===== config.mk =====
export PLATFORM = sky130hd
export DESIGN_NAME = p2y_csc_flat
export DESIGN_NICKNAME = d
export VERILOG_FILES = /design/src/hw/rtl/p2y_pkg.sv /design/src/hw/rtl/p2y_if.sv /design/src/hw/rtl/p2y_csc.sv /design/src/flat_wrapper.sv
export SDC_FILE = /design/constraint.sdc
export NUM_CORES = 1
export LEC_CHECK = 0
export BUFFER_PORTS_ARGS = -buffer_cell sky130_fd_sc_hd__clkbuf_2
export CORE_AREA = 8 8 157 159
export CTS_CLUSTER_SIZE = 28
export DETAILED_ROUTE_END_ITERATION = 10
export DIE_AREA = 0 0 165 167
export GPL_TIMING_DRIVEN = 0
export PLACE_DENSITY_LB_ADDON = 0.12
export SYNTH_ARGS = -nofsm -noshare
export SYNTH_HDL_FRONTEND = slang
export SYNTH_SLANG_ARGS = --single-unit

===== constraint.sdc =====
create_clock -name clk_i -period 3.1 [get_ports clk_i]
set_input_delay 0.155 -clock clk_i [delete_from_list [all_inputs] [get_ports clk_i]]
set_output_delay 0.155 -clock clk_i [all_outputs]
set_load 0.01 [all_outputs]

===== src/hw/rtl/p2y_pkg.sv =====
// Shared types, constants and arithmetic helpers for the palette to YUV 4:2:0 unit.
// Used by the channel interfaces, the colour conversion pipeline and the top level.
// Has no dependencies of its own.
package p2y_pkg;

  // Frame geometry limits and palette size.
  localparam int MaxWidth     = 4096;
  localparam int MaxHeight    = 4096;
  localparam int PaletteDepth = 256;

  // Field widths.
  localparam int ChanW    = 8;
  localparam int RgbW     = 3 * ChanW;
  localparam int IdxW     = $clog2(PaletteDepth);
  localparam int DimW     = 13;
  localparam int ColW     = $clog2(MaxWidth);
  localparam int RowW     = $clog2(MaxHeight);
  localparam int CfgIdxW  = 1;
  localparam int SumW     = 18;
  localparam int OffsetW  = 9;

  // BT.601 studio-range coefficients (magnitudes; signs are applied in the sums).
  localparam logic signed [SumW-1:0] YR  = 18'sd66;
  localparam logic signed [SumW-1:0] YG  = 18'sd129;
  localparam logic signed [SumW-1:0] YB  = 18'sd25;
  localparam logic signed [SumW-1:0] CbR = 18'sd38;
  localparam logic signed [SumW-1:0] CbG = 18'sd74;
  localparam logic signed [SumW-1:0] CbB = 18'sd112;
  localparam logic signed [SumW-1:0] CrR = 18'sd112;
  localparam logic signed [SumW-1:0] CrG = 18'sd94;
  localparam logic signed [SumW-1:0] CrB = 18'sd18;
  localparam logic [OffsetW-1:0]     LumaOffset   = 9'd16;
  localparam logic [OffsetW-1:0]     ChromaOffset = 9'd128;

  // Kinds of input transfer.
  typedef enum logic {
    REQ_PIXEL   = 1'b0,
    REQ_PALETTE = 1'b1
  } req_type_e;

  // Configuration register indexes.
  typedef enum logic [CfgIdxW-1:0] {
    CFG_FRAME_WIDTH  = 1'b0,
    CFG_FRAME_HEIGHT = 1'b1
  } cfg_reg_e;

  // Per-pixel flags that travel alongside the colour data.
  typedef struct packed {
    logic chroma_valid;
    logic frame_end;
  } p2y_tag_t;

  typedef logic signed [SumW-1:0] sum_t;

  // Rounds the weighted sum, shifts it down by eight with floor semantics,
  // adds the plane offset and clamps the result to 0..255.
  function automatic logic [ChanW-1:0] clamp_shift(sum_t sum, logic [OffsetW-1:0] offset);
    logic signed [SumW:0]    rnd;
    logic signed [SumW-9:0]  quo;
    logic signed [SumW-8:0]  val;
    logic [ChanW-1:0]        res;
    rnd = {sum[SumW-1], sum} + (SumW+1)'(128);
    quo = rnd[SumW-1:8];
    val = {quo[SumW-9], quo} + $signed({2'b00, offset});
    if (val < 0) begin
      res = '0;
    end else if (val > (SumW-7)'(255)) begin
      res = '1;
    end else begin
      res = val[ChanW-1:0];
    end
    return res;
  endfunction

endpackage


===== src/hw/rtl/p2y_if.sv =====


interface p2y_out_if;
  logic                       valid;
  logic                       ready;
  logic [p2y_pkg::ChanW-1:0]  luma;
  logic [p2y_pkg::ChanW-1:0]  chroma_blue;
  logic [p2y_pkg::ChanW-1:0]  chroma_red;
  logic                       chroma_valid;
  logic                       frame_end;

  modport source (output valid, luma, chroma_blue, chroma_red, chroma_valid, frame_end,
                  input ready);
  modport sink (input valid, luma, chroma_blue, chroma_red, chroma_valid, frame_end,
                output ready);
endinterface



===== src/hw/rtl/p2y_csc.sv =====
// Colour space conversion pipeline: weighted RGB sums, then rounding, clamping and
// the output register. Depends on p2y_pkg and p2y_out_if.
module p2y_csc (
  input  logic                          clk_i,
  input  logic                          rst_ni,
  input  logic                          valid_i,
  output logic                          ready_o,
  input  logic [p2y_pkg::RgbW-1:0]      rgb_i,
  input  p2y_pkg::p2y_tag_t             tag_i,
  p2y_out_if.source                     out_o
);

  logic                  sum_valid_q;
  p2y_pkg::sum_t         y_sum_q, cb_sum_q, cr_sum_q;
  p2y_pkg::sum_t         y_sum_d, cb_sum_d, cr_sum_d;
  p2y_pkg::p2y_tag_t     sum_tag_q;
  p2y_pkg::sum_t         red, green, blue;

  logic                  out_valid_q;
  logic [p2y_pkg::ChanW-1:0] luma_q, cb_q, cr_q;
  logic [p2y_pkg::ChanW-1:0] luma_d, cb_d, cr_d;
  p2y_pkg::p2y_tag_t     out_tag_q;

  logic                  out_move;

  // Each stage advances when it is empty or its contents move on.
  assign out_move = !out_valid_q || out_o.ready;
  assign ready_o  = !sum_valid_q || out_move;

  // Weighted sums from the palette colour.
  always_comb begin
    red      = $signed({{(p2y_pkg::SumW-p2y_pkg::ChanW){1'b0}}, rgb_i[23:16]});
    green    = $signed({{(p2y_pkg::SumW-p2y_pkg::ChanW){1'b0}}, rgb_i[15:8]});
    blue     = $signed({{(p2y_pkg::SumW-p2y_pkg::ChanW){1'b0}}, rgb_i[7:0]});
    y_sum_d  = p2y_pkg::YR * red + p2y_pkg::YG * green + p2y_pkg::YB * blue;
    cb_sum_d = p2y_pkg::CbB * blue - p2y_pkg::CbR * red - p2y_pkg::CbG * green;
    cr_sum_d = p2y_pkg::CrR * red - p2y_pkg::CrG * green - p2y_pkg::CrB * blue;
  end

  // Rounding and clamping; chroma reads as zero off the subsampling grid.
  always_comb begin
    luma_d = p2y_pkg::clamp_shift(y_sum_q, p2y_pkg::LumaOffset);
    cb_d   = '0;
    cr_d   = '0;
    if (sum_tag_q.chroma_valid) begin
      cb_d = p2y_pkg::clamp_shift(cb_sum_q, p2y_pkg::ChromaOffset);
      cr_d = p2y_pkg::clamp_shift(cr_sum_q, p2y_pkg::ChromaOffset);
    end
  end

  // Stage valid flags.
  always_ff @(posedge clk_i or negedge rst_ni) begin
    if (!rst_ni) begin
      sum_valid_q <= 1'b0;
      out_valid_q <= 1'b0;
    end else begin
      if (ready_o) begin
        sum_valid_q <= valid_i;
      end
      if (out_move) begin
        out_valid_q <= sum_valid_q;
      end
    end
  end

  // Stage payloads.
  always_ff @(posedge clk_i) begin
    if (ready_o) begin
      y_sum_q   <= y_sum_d;
      cb_sum_q  <= cb_sum_d;
      cr_sum_q  <= cr_sum_d;
      sum_tag_q <= tag_i;
    end
    if (out_move) begin
      luma_q    <= luma_d;
      cb_q      <= cb_d;
      cr_q      <= cr_d;
      out_tag_q <= sum_tag_q;
    end
  end

  assign out_o.valid        = out_valid_q;
  assign out_o.luma         = luma_q;
  assign out_o.chroma_blue  = cb_q;
  assign out_o.chroma_red   = cr_q;
  assign out_o.chroma_valid = out_tag_q.chroma_valid;
  assign out_o.frame_end    = out_tag_q.frame_end;

endmodule


===== src/flat_wrapper.sv =====
// flat-port wrapper written by rule: the top's interface ports become plain ports
module p2y_csc_flat 
  (clk_i, rst_ni, valid_i, ready_o, rgb_i, tag_i, out_o_valid, out_o_luma, out_o_chroma_blue, out_o_chroma_red, out_o_chroma_valid, out_o_frame_end, out_o_ready);
  p2y_out_if out_o_i ();
  input  logic clk_i;
  input  logic rst_ni;
  input  logic valid_i;
  output logic ready_o;
  input  logic [p2y_pkg::RgbW-1:0] rgb_i;
  input  p2y_pkg::p2y_tag_t tag_i;
  output wire logic [$bits(out_o_i.valid)-1:0] out_o_valid;
  output wire logic [$bits(out_o_i.luma)-1:0] out_o_luma;
  output wire logic [$bits(out_o_i.chroma_blue)-1:0] out_o_chroma_blue;
  output wire logic [$bits(out_o_i.chroma_red)-1:0] out_o_chroma_red;
  output wire logic [$bits(out_o_i.chroma_valid)-1:0] out_o_chroma_valid;
  output wire logic [$bits(out_o_i.frame_end)-1:0] out_o_frame_end;
  input wire logic [$bits(out_o_i.ready)-1:0] out_o_ready;
  assign out_o_valid = out_o_i.valid;
  assign out_o_luma = out_o_i.luma;
  assign out_o_chroma_blue = out_o_i.chroma_blue;
  assign out_o_chroma_red = out_o_i.chroma_red;
  assign out_o_chroma_valid = out_o_i.chroma_valid;
  assign out_o_frame_end = out_o_i.frame_end;
  assign out_o_i.ready = out_o_ready;
  p2y_csc u_core (.clk_i(clk_i), .rst_ni(rst_ni), .valid_i(valid_i), .ready_o(ready_o), .rgb_i(rgb_i), .tag_i(tag_i), .out_o(out_o_i));
endmodule

==> impl_metrics.tcl <==
set metrics [dict create \
    status "complete, but fails checks" \
    violations "negative setup slack" \
    core_sq_um 22200 \
    grt_pass1_vias 7380 \
    yosys-mux-area-fraction 0.00205 \
    fillers 1963 \
    multi_input_area_sq_um 8390 \
    crit_type "primary input to flop" \
    setup_viol_count_final 29 \
    p_leak_nw 5.70 \
    hold_viol_final 0 \
    vias 7257 \
    final_cells 1436 \
    critical_path_arrival_ns 4.82 \
    rows 55 \
    vias_per_cell 5.05 \
    rsz0062_at_grt "true" \
    postSynthAreaPerCell_sq_um 9.49 \
    netlist_area_sq_um 9760 \
    synth_top_family_by_area "adder cells" \
    drive_above_1_share 0.268 \
    fmax_mhz 210 \
    drt_wl_total_mm 22.5 \
    synth_fp_nets 1332 \
    post_dp_cell_area_sq_um 11200 \
    diodes 0 \
    start_util 0.439 \
    crit_path_max_fanout 4 \
    synth_simple_gate_area_frac 0.112 \
    fin_skew_ns 0.00732 \
    fin_nets 1450 \
    layout_setup_ws_ns -1.65 \
    synthArstFlopShare 0.0323 \
    holdCritPathClass "primary input to flop" \
    p_per_area_nw_per_um2 1130 \
    port_buffers 57 \
    hpwlAfterDp_mm 18.4 \
    ys_ff_latch 62 \
    fp.dieH_microns 167 \
    gr-usage-all-layers 0.165 \
    regArea_sq_um 1850 \
    gr-total-overflow 0 \
    place_inst 1371 \
    grt_max_degree 28 \
    antenna_found_initial 0 \
    dieArea_sq_um 27600 \
    cap_violations 0 \
    crit_chain "clkbuf_16 -> clkinvlp_4 -> buf_6 -> fa_1 -> fa_1 -> fa_1 -> inv_2 -> ha_4 -> o21a_1 -> o31a_1 -> nor4_4 -> nor2_1 -> xor2_1 -> fa_1 -> inv_2 -> ha_4 -> and3_4 -> nand3_4 -> o2111ai_4 -> a21oi_2 -> or2_4" \
    postLayoutCellArea_sq_um 12600 \
    worstPathRequired_ns 3.17 \
    fp.dieW_microns 165 \
    synthXorXnorAreaFrac 0.0944 \
    synth.yosys.seq_area_share 0.190 \
    fin_util 0.569 \
    area_growth_pct 29.5 \
    ir_drop_mv 1.34 \
    crit_path_frequent_cell "fa_1" \
    synth_fa_ha_area_frac 0.411 \
    period_needed_ns 4.75 \
    clock_latency_ns 0.32 \
    grt_pass1_wl_mm 36.7 \
    ys.flop_type "edfxtp_1" \
    netlist_instances 1028 \
    wire_per_inst_microns 15.6 \
    route.detailed.drc 0 \
    cts_buffer_depth 2 \
    ant_nets 0 \
    synth-edff-count 60 \
    max_stage_delay_ns 0.53 \
    clock-sinks 62 \
    gp_congestion 0.836 \
    yosys_warnings 0 \
    worst_setup_path_end_kind "flop" \
    crit_path_top_delay_cell "fa_1" \
    num_io_pins 58 \
    tritoncts "done" \
    first_pass_iters 4 \
    initialDrtViolationCount 220 \
    synth_compound_area_frac 0.116 \
    relSlewSlack 0.210 \
    fin_tns_setup_ns -24.49 \
    cts_buffers 9 \
    start_kind "primary input" \
    cts-htree-levels 3 \
    root_buffer "clkbuf_16" \
    finalMaxSlewViolations 0 \
    ys_types 59 \
    post-route-period-util 1.53 \
    max_slew.worst_pin.slew_ns 1.19 \
    clk_transition_reported_paths_ns 0.05 \
]
==> worst max-delay path, delay by kind of cell <==
kind                       cells  cell delay [ns]
adders and majority gates      6             2.50
and+or+nand+nor                5             0.86
AOI/OAI and AO/OA              4             0.62
buffers and inverters          5             0.52
xor gates and xnor gates       1             0.17
==> layout make-up <==
class / instances / share of cell area
Multi-Input combinational cell: 769 / 0.664
Sequential cell: 62 / 0.147
Timing Repair Buffer: 107 / 0.0759
Inverter: 196 / 0.0597
Tap cell: 285 / 0.0282
Clock buffer: 11 / 0.0192
Clock inverter: 5 / 0.00584
Buffer: 1 / 0.000297
==> per-layer routing <==
metal  share of wire  track usage
met1            0.46        0.219
met3           0.027       0.0150
met2            0.50        0.288
met5               0            0
met4          0.0095       0.0282
==> state kept, by name, indices dropped and copies added (netlist names) <==
register / count
u_core.cb_sum_q: 11
u_core.cr_sum_q: 11
u_core.out_o.chroma_blue: 8
u_core.out_o.chroma_red: 8
u_core.out_o.chroma_valid: 1
u_core.out_o.frame_end: 1
u_core.out_o.luma: 8
u_core.out_o.valid: 1
u_core.sum_tag_q: 2
u_core.sum_valid_q: 1
u_core.y_sum_q: 10
==> logic make-up after synthesis <==
kind of cell / count (synthesis)
muxes: 2
DFF: 62
xor gates and xnor gates: 102
buffers and inverters: 197
AOI/OAI and AO/OA: 174
and+or+nand+nor: 217
adders and majority gates: 274
==> stage by stage <==
step | hold slack (ns) | worst slack, ns | power, mW
floorplan | -0.141 | -1.61 | 9.07
global placement | -0.0554 | -2.44 | 10.8
detailed placement | -0.0531 | -2.40 | 10.9
CTS | 0.0166 | -1.57 | 13.3
global route | 0.0208 | -1.83 | 15.6
finish | 0.0241 | -1.65 | 14.3
==> power breakdown <==
| part | internal [mW] | total (mW) | switching (mW) |
|---|---|---|---|
| Sequential | 1.77 | 2.03 | 0.262 |
| Combinational | 5.47 | 11.2 | 5.70 |
| Clock | 0.719 | 1.05 | 0.328 |
==> path summary, 6_finish.rpt <==
path | startpoint | to | slack (ns) | cells past startpoint
hold / removal | tag_i[0] | u_core.sum_tag_q[0] | 0.02 | 1
min in group asynchronous | rst_ni | u_core.out_o.valid | 0.16 | 2
setup / recovery | rgb_i[12] | u_core.cr_sum_q[17] | -1.65 | 21
setup reg to reg | u_core.y_sum_q[8] | u_core.out_o.luma[2] | 0.30 | 9
max in group asynchronous | rst_ni | u_core.sum_valid_q | 2.84 | 2
hold reg to reg | u_core.sum_tag_q[0] | u_core.out_o.frame_end | 0.43 | 0
==> cells in the final DEF (no fill, tap or decap), types with 5 or more instances in the layout <==
cell and n:
o21ai_0 18, ha_4 52, xnor2_1 59, a21oi_1 33, o21ai_2 6, a31oi_1 10
o21a_1 13, inv_1 160, nor3_1 20, and3_1 7, nor2_1 47, buf_8 5
nor2_4 5, clkbuf_16 18, xor2_1 35, inv_2 31, o211ai_1 5, a21oi_4 5
o21bai_1 5, nand4_1 8, o31ai_4 5, buf_4 41, clkbuf_2 36, clkinvlp_4 5
ha_1 141, nor2b_1 9, nand3_1 15, a21o_1 15, buf_6 8, a21oi_2 14
edfxtp_1 60, nor2_2 5, nand2b_1 14, fa_1 74, nand2_1 47
==> timing repair <==
item,in CTS,in global routing
hold buffers,1,0
cloned,0,0
setup endpoints to repair,31,35
resized for setup,91,53
hold endpoints to repair,2,0
pin swaps,64,50
setup buffers,40,8
==> synth_stat cells, drive strengths merged, types with 3 or more instances <==
cell type | n | area share
ha | 197 | 0.25
inv | 196 | 0.075
fa | 77 | 0.16
xnor2 | 63 | 0.057
edfxtp | 60 | 0.18
nor2 | 57 | 0.023
a21oi | 52 | 0.027
nand2 | 51 | 0.020
xor2 | 37 | 0.033
o21ai | 29 | 0.015
nor3 | 24 | 0.013
nand3 | 21 | 0.012
a21o | 15 | 0.012
o21a | 15 | 0.012
nand2b | 14 | 0.0090
a31oi | 12 | 0.0083
nor2b | 11 | 0.0071
and3 | 8 | 0.0051
nand4 | 8 | 0.0051
or2 | 7 | 0.0045
a211oi | 5 | 0.0038
nor4 | 5 | 0.0047
o211ai | 5 | 0.0038
o21bai | 5 | 0.0038
o31ai | 5 | 0.0038
o41ai | 5 | 0.0045
a31o | 4 | 0.0036
o31a | 4 | 0.0036
a211o | 3 | 0.0027
and2 | 3 | 0.0019
(Power assumes the default switching activity.)
